[src/rtl/core/ltsc_pkg.sv]
// ----------------------------------------------------------------------------
// ltsc_pkg
// Shared types and constants of the light triggered spray controller.
// ----------------------------------------------------------------------------
package ltsc_pkg;

	localparam int unsigned CFG_IDX_W = 3;

	localparam logic [CFG_IDX_W-1:0] REG_READY_WAIT  = 3'd0;
	localparam logic [CFG_IDX_W-1:0] REG_BLOCK       = 3'd1;
	localparam logic [CFG_IDX_W-1:0] REG_RESET_HOLD  = 3'd2;
	localparam logic [CFG_IDX_W-1:0] REG_RESET_BEEP  = 3'd3;
	localparam logic [CFG_IDX_W-1:0] REG_READY_BEEP  = 3'd4;
	localparam logic [CFG_IDX_W-1:0] REG_BLINK_ON    = 3'd5;
	localparam logic [CFG_IDX_W-1:0] REG_BLINK_OFF   = 3'd6;

	localparam logic [2:0] ST_IDLE    = 3'd0;
	localparam logic [2:0] ST_WAIT    = 3'd1;
	localparam logic [2:0] ST_READY   = 3'd2;
	localparam logic [2:0] ST_SPRAY   = 3'd3;
	localparam logic [2:0] ST_BLOCKED = 3'd4;
	localparam logic [2:0] ST_BEEP    = 3'd5;

	// session flag bit positions
	localparam int unsigned F_AUTO     = 0;
	localparam int unsigned F_SPRAYED  = 1;
	localparam int unsigned F_HOLD     = 2;
	localparam int unsigned F_CANCEL   = 3;
	localparam int unsigned F_BTNSPRAY = 4;
	localparam int unsigned F_BLINK    = 5;

	// LED latch codes, red in bit 0
	localparam logic [2:0] LED_OFF = 3'b000;
	localparam logic [2:0] LED_R   = 3'b001;
	localparam logic [2:0] LED_G   = 3'b010;
	localparam logic [2:0] LED_B   = 3'b100;

	typedef struct packed {
		logic [15:0] ready_wait_ms;
		logic [23:0] lockout_ms;
		logic [15:0] reset_hold_ms;
		logic [15:0] reset_beep_ms;
		logic [15:0] ready_tone_ms;
		logic [15:0] blink_on_ms;
		logic [15:0] blink_off_ms;
	} cfg_t;

	typedef struct packed {
		logic       spray_finished;
		logic       button_down;
		logic       spray_after_off;
		logic       light_present;
		logic [1:0] spray_mode;
	} item_in_t;

	typedef struct packed {
		logic       spray_run;
		logic       buzzer_on;
		logic       led_blue;
		logic       led_green;
		logic       led_red;
		logic [2:0] fsm_state;
	} item_out_t;

endpackage

[src/rtl/core/ltsc_cfg_regs.sv]
// ----------------------------------------------------------------------------
// ltsc_cfg_regs
// Timing register file, written through the configuration channel.
// ----------------------------------------------------------------------------
module ltsc_cfg_regs (
	input  logic                            clk,
	input  logic                            arst_n,
	input  logic                            wr_en,
	input  logic [ltsc_pkg::CFG_IDX_W-1:0]  wr_index,
	input  logic [23:0]                     wr_data,
	output ltsc_pkg::cfg_t                  cfg
);
	import ltsc_pkg::*;

	cfg_t cfg_q;

	always_ff @(posedge clk or negedge arst_n) begin
		if (!arst_n) begin
			cfg_q.ready_wait_ms <= 16'd5000;
			cfg_q.lockout_ms    <= 24'd600000;
			cfg_q.reset_hold_ms <= 16'd3000;
			cfg_q.reset_beep_ms <= 16'd500;
			cfg_q.ready_tone_ms <= 16'd200;
			cfg_q.blink_on_ms   <= 16'd100;
			cfg_q.blink_off_ms  <= 16'd900;
		end else if (wr_en) begin
			unique case (wr_index)
				REG_READY_WAIT: cfg_q.ready_wait_ms <= wr_data[15:0];
				REG_BLOCK:      cfg_q.lockout_ms    <= wr_data;
				REG_RESET_HOLD: cfg_q.reset_hold_ms <= wr_data[15:0];
				REG_RESET_BEEP: cfg_q.reset_beep_ms <= wr_data[15:0];
				REG_READY_BEEP: cfg_q.ready_tone_ms <= wr_data[15:0];
				REG_BLINK_ON:   cfg_q.blink_on_ms   <= wr_data[15:0];
				REG_BLINK_OFF:  cfg_q.blink_off_ms  <= wr_data[15:0];
				default: begin
				end
			endcase
		end
	end

	assign cfg = cfg_q;

endmodule

[src/rtl/core/ltsc_ctrl.sv]
// ----------------------------------------------------------------------------
// ltsc_ctrl
// Per-tick control state machine: timestamps, session flags, LED latch,
// ready beep counter. Each item enabled by item_en updates the state.
// ----------------------------------------------------------------------------
module ltsc_ctrl (
	input  logic                  clk,
	input  logic                  arst_n,
	input  ltsc_pkg::cfg_t        cfg,
	input  logic                  item_en,
	input  ltsc_pkg::item_in_t    item,
	output ltsc_pkg::item_out_t   result
);
	import ltsc_pkg::*;

	logic [2:0]  fsm_q,   n_fsm;
	logic [31:0] tick_q,  n_tick;
	logic [31:0] light_q, n_light;
	logic [31:0] lock_q,  n_lock;
	logic [31:0] beep_q,  n_beep;
	logic [31:0] press_q, n_press;
	logic [31:0] blink_q, n_blink;
	logic [15:0] rbl_q,   n_rbl;
	logic [5:0]  flags_q, n_flags;
	logic [1:0]  pmode_q, n_pmode;
	logic        psw_q,   n_psw;
	logic        pbtn_q,  n_pbtn;
	logic [2:0]  led_q,   n_led;
	logic        run;

	// {turn on, turn off}
	function automatic logic [1:0] blink_act(input logic phase, input logic [31:0] elapsed,
		input logic [15:0] on_ms, input logic [15:0] off_ms);
		logic [1:0] act;
		act = 2'b00;
		if (!phase && elapsed >= {16'd0, off_ms})
			act = 2'b10;
		else if (phase && elapsed >= {16'd0, on_ms})
			act = 2'b01;
		return act;
	endfunction

	always_comb begin
		logic [31:0] now;
		logic        is_auto;
		logic        fell;
		logic        rose;
		logic [1:0]  act;

		n_fsm   = fsm_q;
		n_tick  = tick_q + 32'd1;
		n_light = light_q;
		n_lock  = lock_q;
		n_beep  = beep_q;
		n_press = press_q;
		n_blink = blink_q;
		n_rbl   = rbl_q;
		n_flags = flags_q;
		n_pmode = pmode_q;
		n_psw   = psw_q;
		n_pbtn  = pbtn_q;
		n_led   = led_q;
		run     = 1'b0;
		now     = tick_q;
		is_auto = (item.spray_mode != 2'd0);
		fell    = 1'b0;
		rose    = 1'b0;
		act     = 2'b00;

		if (rbl_q != 16'd0) begin
			n_rbl = rbl_q - 16'd1;
			if (n_rbl == 16'd0 && !psw_q) begin
				n_fsm              = ST_SPRAY;
				n_flags[F_SPRAYED] = 1'b1;
			end
		end else begin
			// selection change clears the session outside spray
			if ((n_flags[F_AUTO] != is_auto || n_pmode != item.spray_mode ||
			     n_psw != item.spray_after_off) && n_fsm != ST_SPRAY) begin
				n_light = '0;
				n_lock  = '0;
				n_beep  = '0;
				n_blink = '0;
				n_press = '0;
				n_flags = n_flags & (6'd1 << F_BTNSPRAY);
				n_flags[F_AUTO] = is_auto;
				n_fsm   = ST_IDLE;
				n_pmode = item.spray_mode;
				n_psw   = item.spray_after_off;
			end

			if (n_fsm != ST_SPRAY) begin
				fell   = !n_pbtn && item.button_down;
				rose   = n_pbtn && !item.button_down;
				n_pbtn = item.button_down;
				if (fell) begin
					n_flags[F_SPRAYED] = 1'b0;
					if (n_fsm == ST_BLOCKED) begin
						n_flags[F_HOLD] = 1'b1;
						n_press         = now;
					end else if (n_fsm == ST_READY && is_auto) begin
						n_flags[F_CANCEL] = 1'b1;
						n_flags[F_BLINK]  = 1'b0;
						n_fsm             = ST_WAIT;
						n_light           = now;
					end else begin
						n_fsm               = ST_SPRAY;
						n_flags[F_HOLD]     = 1'b0;
						n_flags[F_BTNSPRAY] = 1'b1;
					end
				end
				if (rose)
					n_flags[F_HOLD] = 1'b0;
			end

			priority if (n_fsm == ST_BEEP) begin
				if (now - n_beep >= {16'd0, cfg.reset_beep_ms})
					n_fsm = ST_IDLE;
			end else if (n_fsm == ST_SPRAY) begin
				run   = 1'b1;
				n_led = LED_G;
				if (item.spray_finished) begin
					n_led = LED_OFF;
					if (n_flags[F_BTNSPRAY]) begin
						n_light = '0;
						n_lock  = '0;
						n_beep  = '0;
						n_blink = '0;
						n_press = '0;
						n_flags = n_flags & (6'd1 << F_BTNSPRAY);
						n_flags[F_BTNSPRAY] = 1'b0;
						n_fsm   = ST_IDLE;
					end else begin
						n_lock = now;
						n_fsm  = ST_BLOCKED;
					end
				end
			end else if (n_fsm == ST_BLOCKED) begin
				if (item.light_present) begin
					act = blink_act(n_flags[F_BLINK], now - n_blink,
						cfg.blink_on_ms, cfg.blink_off_ms);
					if (act[1]) begin
						n_flags[F_BLINK] = 1'b1;
						n_blink          = now;
						n_led            = LED_R;
					end else if (act[0]) begin
						n_flags[F_BLINK] = 1'b0;
						n_blink          = now;
						n_led            = LED_OFF;
					end
				end else begin
					n_led = LED_OFF;
				end
				if (now - n_lock >= {8'd0, cfg.lockout_ms}) begin
					n_fsm = ST_IDLE;
					n_led = LED_OFF;
				end else if (n_flags[F_HOLD] &&
				             now - n_press >= {16'd0, cfg.reset_hold_ms}) begin
					n_fsm           = ST_BEEP;
					n_beep          = now;
					n_flags[F_HOLD] = 1'b0;
					n_led           = LED_OFF;
				end
			end else if (!item.light_present) begin
				n_flags[F_SPRAYED] = 1'b0;
				n_flags[F_CANCEL]  = 1'b0;
				n_flags[F_BLINK]   = 1'b0;
				n_fsm = (n_psw && n_fsm == ST_READY) ? ST_SPRAY : ST_IDLE;
				n_led = LED_OFF;
			end else if (n_fsm == ST_IDLE) begin
				n_light          = now;
				n_flags[F_BLINK] = 1'b0;
				n_fsm            = ST_WAIT;
			end else if (n_fsm == ST_WAIT) begin
				if (now - n_light < {16'd0, cfg.ready_wait_ms}) begin
					act = blink_act(n_flags[F_BLINK], now - n_blink,
						cfg.blink_on_ms, cfg.blink_off_ms);
					if (act[1]) begin
						n_flags[F_BLINK] = 1'b1;
						n_blink          = now;
						n_led            = LED_B;
					end else if (act[0]) begin
						n_flags[F_BLINK] = 1'b0;
						n_blink          = now;
						n_led            = LED_OFF;
					end
				end else if (!n_flags[F_CANCEL] && !n_flags[F_SPRAYED] && is_auto) begin
					n_fsm = ST_READY;
					n_led = LED_B;
					n_rbl = cfg.ready_tone_ms;
					if (cfg.ready_tone_ms == 16'd0 && !n_psw) begin
						n_fsm              = ST_SPRAY;
						n_flags[F_SPRAYED] = 1'b1;
					end
				end else begin
					n_light = now;
				end
			end else if (n_fsm == ST_READY) begin
				n_led = LED_B;
			end
		end
	end

	always_ff @(posedge clk or negedge arst_n) begin
		if (!arst_n) begin
			fsm_q   <= ST_IDLE;
			tick_q  <= '0;
			light_q <= '0;
			lock_q  <= '0;
			beep_q  <= '0;
			press_q <= '0;
			blink_q <= '0;
			rbl_q   <= '0;
			flags_q <= '0;
			pmode_q <= '0;
			psw_q   <= 1'b0;
			pbtn_q  <= 1'b0;
			led_q   <= LED_OFF;
		end else if (item_en) begin
			fsm_q   <= n_fsm;
			tick_q  <= n_tick;
			light_q <= n_light;
			lock_q  <= n_lock;
			beep_q  <= n_beep;
			press_q <= n_press;
			blink_q <= n_blink;
			rbl_q   <= n_rbl;
			flags_q <= n_flags;
			pmode_q <= n_pmode;
			psw_q   <= n_psw;
			pbtn_q  <= n_pbtn;
			led_q   <= n_led;
		end
	end

	always_comb begin
		result.fsm_state = n_fsm;
		result.led_red   = n_led[0];
		result.led_green = n_led[1];
		result.led_blue  = n_led[2];
		result.buzzer_on = (n_fsm == ST_BEEP) || (n_rbl != 16'd0);
		result.spray_run = run;
	end

endmodule

[src/rtl/core/light_triggered_spray_controller.sv]
// ----------------------------------------------------------------------------
// light_triggered_spray_controller
// Light triggered spray controller, one item per millisecond tick.
// ----------------------------------------------------------------------------
//  channel   dir  signals                                    item
//  s_axis    in   s_tvalid s_tready s_tdata[7:0]             one tick of inputs
//  m_axis    out  m_tvalid m_tready m_tdata[7:0]             one result per tick
//  cfg       in   cfg_valid cfg_ready cfg_index cfg_data     timing register write
//
// One item per cycle sustained while m_tready accepts results; an item sits in the
// input register, where the control state is updated, then sits in the result register.
// m_tvalid rises once the item advances from the input register into the result register.
// arst_n returns all timers, flags and timing registers to their reset values.
// A stalled result register holds the input register; while the result waits
// the input side takes at most one more item, then drops s_tready.
// ----------------------------------------------------------------------------
module light_triggered_spray_controller (
	input  logic                            clk,
	input  logic                            arst_n,
	input  logic                            s_tvalid,
	output logic                            s_tready,
	// [1:0] spray_mode, [2] light_present, [3] spray_after_off,
	// [4] button_down, [5] spray_finished, [7:6] unused
	input  logic [7:0]                      s_tdata,
	output logic                            m_tvalid,
	input  logic                            m_tready,
	// [2:0] fsm_state, [3] led_red, [4] led_green, [5] led_blue,
	// [6] buzzer_on, [7] spray_run
	output logic [7:0]                      m_tdata,
	input  logic                            cfg_valid,
	output logic                            cfg_ready,
	input  logic [ltsc_pkg::CFG_IDX_W-1:0]  cfg_index,
	input  logic [23:0]                     cfg_data
);
	import ltsc_pkg::*;

	cfg_t      cfg;
	logic      valid_s1;
	item_in_t  item_s1;
	logic      advance;
	item_out_t result;
	logic      out_valid_q;
	item_out_t out_data_q;

	assign cfg_ready = 1'b1;

	ltsc_cfg_regs u_cfg (
		.clk      (clk),
		.arst_n   (arst_n),
		.wr_en    (cfg_valid),
		.wr_index (cfg_index),
		.wr_data  (cfg_data),
		.cfg      (cfg)
	);

	assign advance  = valid_s1 && (!out_valid_q || m_tready);
	assign s_tready = !valid_s1 || advance;

	always_ff @(posedge clk or negedge arst_n) begin
		if (!arst_n) begin
			valid_s1 <= 1'b0;
		end else if (s_tready) begin
			valid_s1 <= s_tvalid;
		end
	end

	always_ff @(posedge clk) begin
		if (s_tready && s_tvalid) begin
			item_s1 <= item_in_t'(s_tdata[5:0]);
		end
	end

	ltsc_ctrl u_ctrl (
		.clk     (clk),
		.arst_n  (arst_n),
		.cfg     (cfg),
		.item_en (advance),
		.item    (item_s1),
		.result  (result)
	);

	always_ff @(posedge clk or negedge arst_n) begin
		if (!arst_n) begin
			out_valid_q <= 1'b0;
		end else if (advance) begin
			out_valid_q <= 1'b1;
		end else if (m_tready) begin
			out_valid_q <= 1'b0;
		end
	end

	always_ff @(posedge clk) begin
		if (advance) begin
			out_data_q <= result;
		end
	end

	assign m_tvalid = out_valid_q;
	assign m_tdata  = out_data_q;

endmodule
[config.mk]
export PLATFORM = sky130hd
export DESIGN_NAME = light_triggered_spray_controller
export DESIGN_NICKNAME = d
export VERILOG_FILES = /design/src/rtl/core/ltsc_pkg.sv /design/src/rtl/core/ltsc_cfg_regs.sv /design/src/rtl/core/ltsc_ctrl.sv /design/src/rtl/core/light_triggered_spray_controller.sv
export SDC_FILE = /design/constraint.sdc
export NUM_CORES = 1
export LEC_CHECK = 0
export ABC_AREA = 1
export BUFFER_PORTS_ARGS = -buffer_cell sky130_fd_sc_hd__buf_2
export CAP_MARGIN = 10
export CELL_PAD_IN_SITES_DETAIL_PLACEMENT = 2
export CELL_PAD_IN_SITES_GLOBAL_PLACEMENT = 2
export CORE_MARGIN = 8
export CORE_UTILIZATION = 38
export CTS_BUF_LIST = sky130_fd_sc_hd__clkbuf_8
export DETAILED_ROUTE_END_ITERATION = 7
export PLACE_DENSITY_LB_ADDON = 0.1
export SYNTH_ARGS = -nofsm -noshare
export SYNTH_HDL_FRONTEND = slang
export SYNTH_SLANG_ARGS = --single-unit
export TNS_END_PERCENT = 5
[constraint.sdc]
create_clock -name clk -period 8.9 [get_ports clk]
set_clock_uncertainty 0.1 [all_clocks]
set_input_delay 0 -clock clk [delete_from_list [all_inputs] [get_ports clk]]
set_output_delay 0 -clock clk [all_outputs]
set_load 0.02 [all_outputs]
## Yosys cells after proc, flatten, opt, wreduce, memory -nomap -nowiden

Index checks and enable logic that the tools add are counted.

- Output and inout bits: 11
- Register bits after elaboration: 360
- Input port bits: 40
- Word-level logic and storage cells: 285

- Multiplexer cells: 169
- $add $sub $neg: 7
- Reductions and logical operators: 48
- Equality and inequality tests: 20
- Order comparisons: 6
- Bitwise gates (word level): 1

Operators with widths:

| cell | count |
|---|---|
| two-way mux 32 bit | 56 |
| subtractor 32 bit | 5 |
| two-way mux 16 bit | 9 |
| greater-or-equal comparator 32 x 16 -> 1 bit | 4 |
| two-way mux 3 bit | 40 |
| two-way mux 1 bit | 40 |
| two-way mux 2 bit | 17 |
| adder 32 x 1 -> 32 bit, second input constant | 1 |
| greater-or-equal comparator 32 x 24 -> 1 bit | 1 |
| logical NOT 16 bit | 2 |
| < comparator 32 x 16 -> 1 bit | 1 |
| nonzero test 16 bit | 2 |
| two-way mux 6 bit | 4 |
| == test 3 bit, second input constant | 7 |
| AND reduction 2 bit | 9 |
| subtractor 16 x 1 -> 16 bit, second input constant | 1 |
| == test 3 x 2 -> 1 bit, second input constant | 5 |
| two-way mux 5 bit | 3 |
| logical AND 1 bit | 14 |
| logical NOT 1 bit | 9 |
| == test 3 x 1 -> 1 bit, second input constant | 2 |
| logical NOT 3 bit | 2 |
| inequality test 3 x 2 -> 1 bit, second input constant | 2 |
| AND reduction 3 bit | 2 |
| 7 further kinds | 13 |

## Longest topological paths before layout

- Depth in word-level cells: 36
- Gate-level depth with buffers: 49
- Gate-level depth less buffers: 44

## By module

Synthesis repeated with hierarchy kept, for this count alone.

- Cells, all modules: 4,645
- Area total of the unflattened synthesis: 31,651.6 sq um

By module, submodules not included:

| module | area an instance (sq um) | sequential area each (sq um) | cells each | times used |
|---|---|---|---|---|
| ltsc_ctrl | 26,391.6 | 5,605.4 | 4,088 | 1 |
| ltsc_cfg_regs | 4,733.3 | 3,047.9 | 529 | 1 |
| light_triggered_spray_controller | 526.8 | 470.5 | 28 | 1 |

## Least setup slack after synthesis

No wires, ideal clock.

- Path kind: register to register
- Start point: register item_s1[1] (netlist name)
- End point: register u_ctrl.beep_q[29]
- Library setup time: 0.132 ns
- Arrival time: 6.261 ns
- Buffers on the path: 5
- Required time: 8.668 ns
- Clock period less this slack: 6.493 ns
- Slack: 2.407 ns
- Cell stages (with the launch flop): 42
- Cells stage by stage: edfxtp_1 -> xnor2_1 -> nand2_1 -> nor2_4 -> nor2_4 -> inv_1 -> buf_2 -> buf_1 -> buf_1 -> clkbuf_1 -> nand2_1 -> ha_1 -> inv_1 -> nor3_1 -> nand2_1 -> o211ai_1 -> a21oi_1 -> o21ai_0 -> [... 6 more ...] -> a21oi_1 -> o21a_1 -> o21ai_0 -> xor2_1 -> ha_1 -> nand2_1 -> nor2_1 -> and3_1 -> a31o_2 -> nor4_1 -> nand3b_1 -> nor3_1 -> nand2_1 -> buf_2 -> o21ai_0 -> o21ai_0 -> nand2_1 -> o21ai_0

- Longest elaborated chain between the ends: 21
- Elaborated cells between the ends (all ways): 50
- Classes of those cells: add/sub (2); order compare (2); eq/ne (8); mux (32); reduce/logical (6)

Ends and longest elaborated chain:

| item | RTL line | RTL |
|---|---|---|
| from (decl) | light_triggered_spray_controller.sv:39 | `item_in_t item_s1;` |
| from (signal assigned) | light_triggered_spray_controller.sv:69 | `item_s1 <= item_in_t'(s_tdata[5:0]);` |
| branches (longest 20 deep; another with two-way mux 32 bit) | - |  |
| two-way mux 32 bit (*) | ltsc_ctrl.sv:116 | `priority if (n_fsm == ST_BEEP) begin` |
| to (signal assigned) | ltsc_ctrl.sv:224 | `beep_q <= n_beep;` |
| to (decl) | ltsc_ctrl.sv:20 | `logic [31:0] beep_q, n_beep;` |

Mark *: on every way between the ends. The select of a mux whose other input is x is not followed.
A chain may end at the register's enable or synchronous reset.

## Final worst setup path

- Start point: register item_s1[1] (netlist name)
- End point: register u_ctrl.beep_q[2]

The elaborated chain is that of the path after synthesis.

==> impl_metrics.csv <==
group,metric,value,unit
cells_and_area,layout_common_cells,"nand2_1, inv_1, o21ai_0",
synthesis,synthesis.area,31000,um2
setup_path,reg2reg_from,"item_s1[1]",
min_path,hold_class,"in2reg",
global_routing,grt_pass1_vias,37200,
floorplanning,dieArea,90800,um2
routing,wl,145000,um
timing,slew_headroom,0.241,
setup_path,critPathRequiredTime,9.37,ns
clock_tree,cts_tree,"built",
clock_tree,clock-sinks,360,
global_routing,grt.met2_usage,0.559,
power_and_ir_drop,p_leak,0.0168,uW
setup_path,rrSetupSlack,0.77,ns
routing,dr.pass1.iters,5,
global_routing,grt_pass1_wl,222000,um
timing,fin_tns_setup,0,ns
cells_and_area,final_common_cell,"nand2_1",
setup_path,cpMostUsedCell,"nand2_1",
timing,max_freq,0.123,GHz
floorplanning,initial_utilization,0.384,
timing,tightest_slew,1.14,ns
synthesis,ys_warn_count,0,
cells_and_area,postLayoutCellArea,34600,um2
floorplanning,std_cell_rows,104,
synthesis,avgSynthCellArea,6.75,um2
setup_path,startpoint_type,"flip-flop",
setup_path,crit_type,"reg2reg",
place,io_buffers,47,
setup_path,timing.rr.end,"u_ctrl.beep_q[2]",
cells_and_area,final_layout_size_suffix_gt1_frac,0.0683,
setup_path,r2r_cells,44,
cells_and_area,nNetsFinal,4987,
clock_tree,clockBufferDepth,3,
timing,min_period,8.13,ns
setup_path,worstPathArrival,8.61,ns
timing,period_share,0.914,
routing,drt_iter0_markers,1658,
synthesis,ys_types,67,
timing,rsz0062_at_grt,"no",
global_routing,top_usage_layer,"met2",
clock_tree,clk_pin_slew_worst_paths,0.06,ns
routing,post_drt_via_cell_ratio,5.76,
setup_path,cp_slowest_cell,"edfxtp_1",
timing,finalSetupViolCount,0,
synthesis,synth-seq-cells,360,
clock_tree,clk_latency,0.72,ns
routing,num_vias,33500,
clock_tree,cts_made_buffers,75,
place,placed_cell_area,32400,um2
floorplanning,die_x,301,um
setup_path,cp-end-kind,"flip-flop",
setup_path,crit_path_max_fanout,37,
synthesis,synthFlopType,"dfrtp_1",
floorplanning,ios,51,
global_routing,grt_use_met1,0.374,
synthesis,synth_nets,4892,
timing,drv_slew,0,
cells_and_area,fill_cells,9783,
global_routing,antenna_found_initial,10,
floorplanning,core_region_area,80500,um2
clock_tree,htree_levels,3,
place,gp_congestion,0.940,
global_routing,gr-total-overflow,0,
routing,ant_nets,0,
global_routing,track_usage,0.313,
global_routing,met3_usage,0.0470,
run_status,status,"finished clean",
timing,hold_viol,0,
power_and_ir_drop,ir_drop,149,uV
setup_path,max_stage_delay,0.48,ns
floorplanning,fp.dieH,301,um
synthesis,ys_seq_area_frac,0.295,
cells_and_area,synthToLayoutAreaGrowth,11.8,%
global_routing,grt_max_degree,142,
power_and_ir_drop,p_per_area,241,nW/um2
synthesis,ys_async_sr_fraction,0.961,
job,max-cap-violations,0,
routing,wl_per_cell,24.9,um
synthesis,synth-edff-count,14,
setup_path,crit_start,"item_s1[1]",
routing,drcViolationCount,0,
clock_tree,post-cts-setup-buffer-count,0,
setup_path,endpoint,"u_ctrl.beep_q[2]",
place,hpwl,101000,um
clock_tree,cts_root_buf,"clkbuf_8",
synthesis,synth_cells,4588,
report_power, final:
| group | switching [uW] | internal [uW] | total (uW) | leakage [uW] |
|---|---|---|---|---|
| Sequential | 192 | 1920 | 2110 | 0.00449 |
| Combinational | 3040 | 1360 | 4400 | 0.0115 |
| Clock | 908 | 920 | 1830 | 0.000870 |
| Total | 4140 | 4200 | 8330 | 0.0168 |
synth_stat cells (29+ instances only):
cell type / n / share of area
o21ai_1: 50 / 0.0081
o22ai_1: 33 / 0.0067
nand3_1: 248 / 0.040
xor2_1: 112 / 0.032
nand4_1: 55 / 0.011
dfstp_2: 36 / 0.031
o21ai_0: 455 / 0.074
nor2_1: 328 / 0.040
nor3_1: 65 / 0.011
xnor2_1: 48 / 0.014
ha_1: 259 / 0.10
clkbuf_1: 116 / 0.014
a21oi_1: 360 / 0.058
nand2_1: 1163 / 0.14
a31oi_1: 29 / 0.0059
dfrtp_1: 310 / 0.25
inv_1: 599 / 0.073
area by class of cell:
type / count / area [um2] / share of cell area
timing repair buffer: 180 / 1490 / 0.0432
clock inverter: 46 / 209 / 0.00604
inverter: 607 / 2280 / 0.0659
sequential: 360 / 9120 / 0.264
clock buffer: 90 / 1240 / 0.0358
multi-input combinational: 3459 / 18900 / 0.547
tap: 1060 / 1330 / 0.0383
antenna: 5 / 12.5 / 0.000361
state kept, by name (all words and copies together) (netlist names), 3 cells and up:
| name | flops |
|---|---|
| item_s1 | 6 |
| m_tdata | 8 |
| u_cfg.cfg | 120 |
| u_ctrl.beep_q | 32 |
| u_ctrl.blink_q | 32 |
| u_ctrl.flags_q | 6 |
| u_ctrl.fsm_q | 3 |
| u_ctrl.led_q | 3 |
| u_ctrl.light_q | 32 |
| u_ctrl.lock_q | 32 |
| u_ctrl.press_q | 32 |
| u_ctrl.rbl_q | 16 |
| u_ctrl.tick_q | 32 |
critical path, delay by kind of cell, from the launching register on:
kind	cells	cell delay, ns
AOI/OAI and AO/OA	13	2.58
xor gates and xnor gates	1	0.26
adders and majority gates	2	0.61
buffers and inverters	8	1.25
DFF	1	0.48
and+or+nand+nor	20	2.71
per-stage QoR:
stage	setup slack [ns]	utilization	hold slack, ns	total power, uW	std cells
final	0.766	0.430	0.176	8330	5807
after global routing	0.253	0.430	0.170	8860	5806
after CTS	0.831	0.429	0.0240	8170	5799
after detailed placement	0.969	0.402	-0.156	6270	5595
after global placement	1.34	0.402	-0.165	6050	5595
after floorplan	2.41	-	-0.396	4810	4588
logic make-up after synthesis:
group / share of synthesized area
DFF: 0.295
buffers and inverters: 0.0949
adders and majority gates: 0.108
other: 0.000121
and+or+nand+nor: 0.265
xor gates and xnor gates: 0.0453
muxes: 0.000728
AOI/OAI and AO/OA: 0.191
what timing repair did:
action,in CTS,in global routing
resized for setup,0,0
endpoints found under the hold margin,353,2
hold buffers,68,2
per-layer routing:
layer | vias to the layer above | wire, um
met5 | - | 11
met4 | 2 | 5870
met3 | 294 | 5850
met2 | 699 | 72200
met1 | 17100 | 60700
li1 | 15400 | -
how the worst min path moves through the flow:
stage                     slack, ns              to  cells after the start      from
final                          0.18        m_tvalid                      5  m_tready
after global routing           0.17        m_tvalid                      5  m_tready
after CTS                      0.02        m_tvalid                      5  m_tready
after detailed placement      -0.16  u_cfg.cfg[100]                      1    arst_n
after global placement        -0.16  u_cfg.cfg[100]                      1    arst_n
after floorplan               -0.40        m_tvalid                      0    arst_n
No activity file was read; power rests on OpenSTA's default activity.
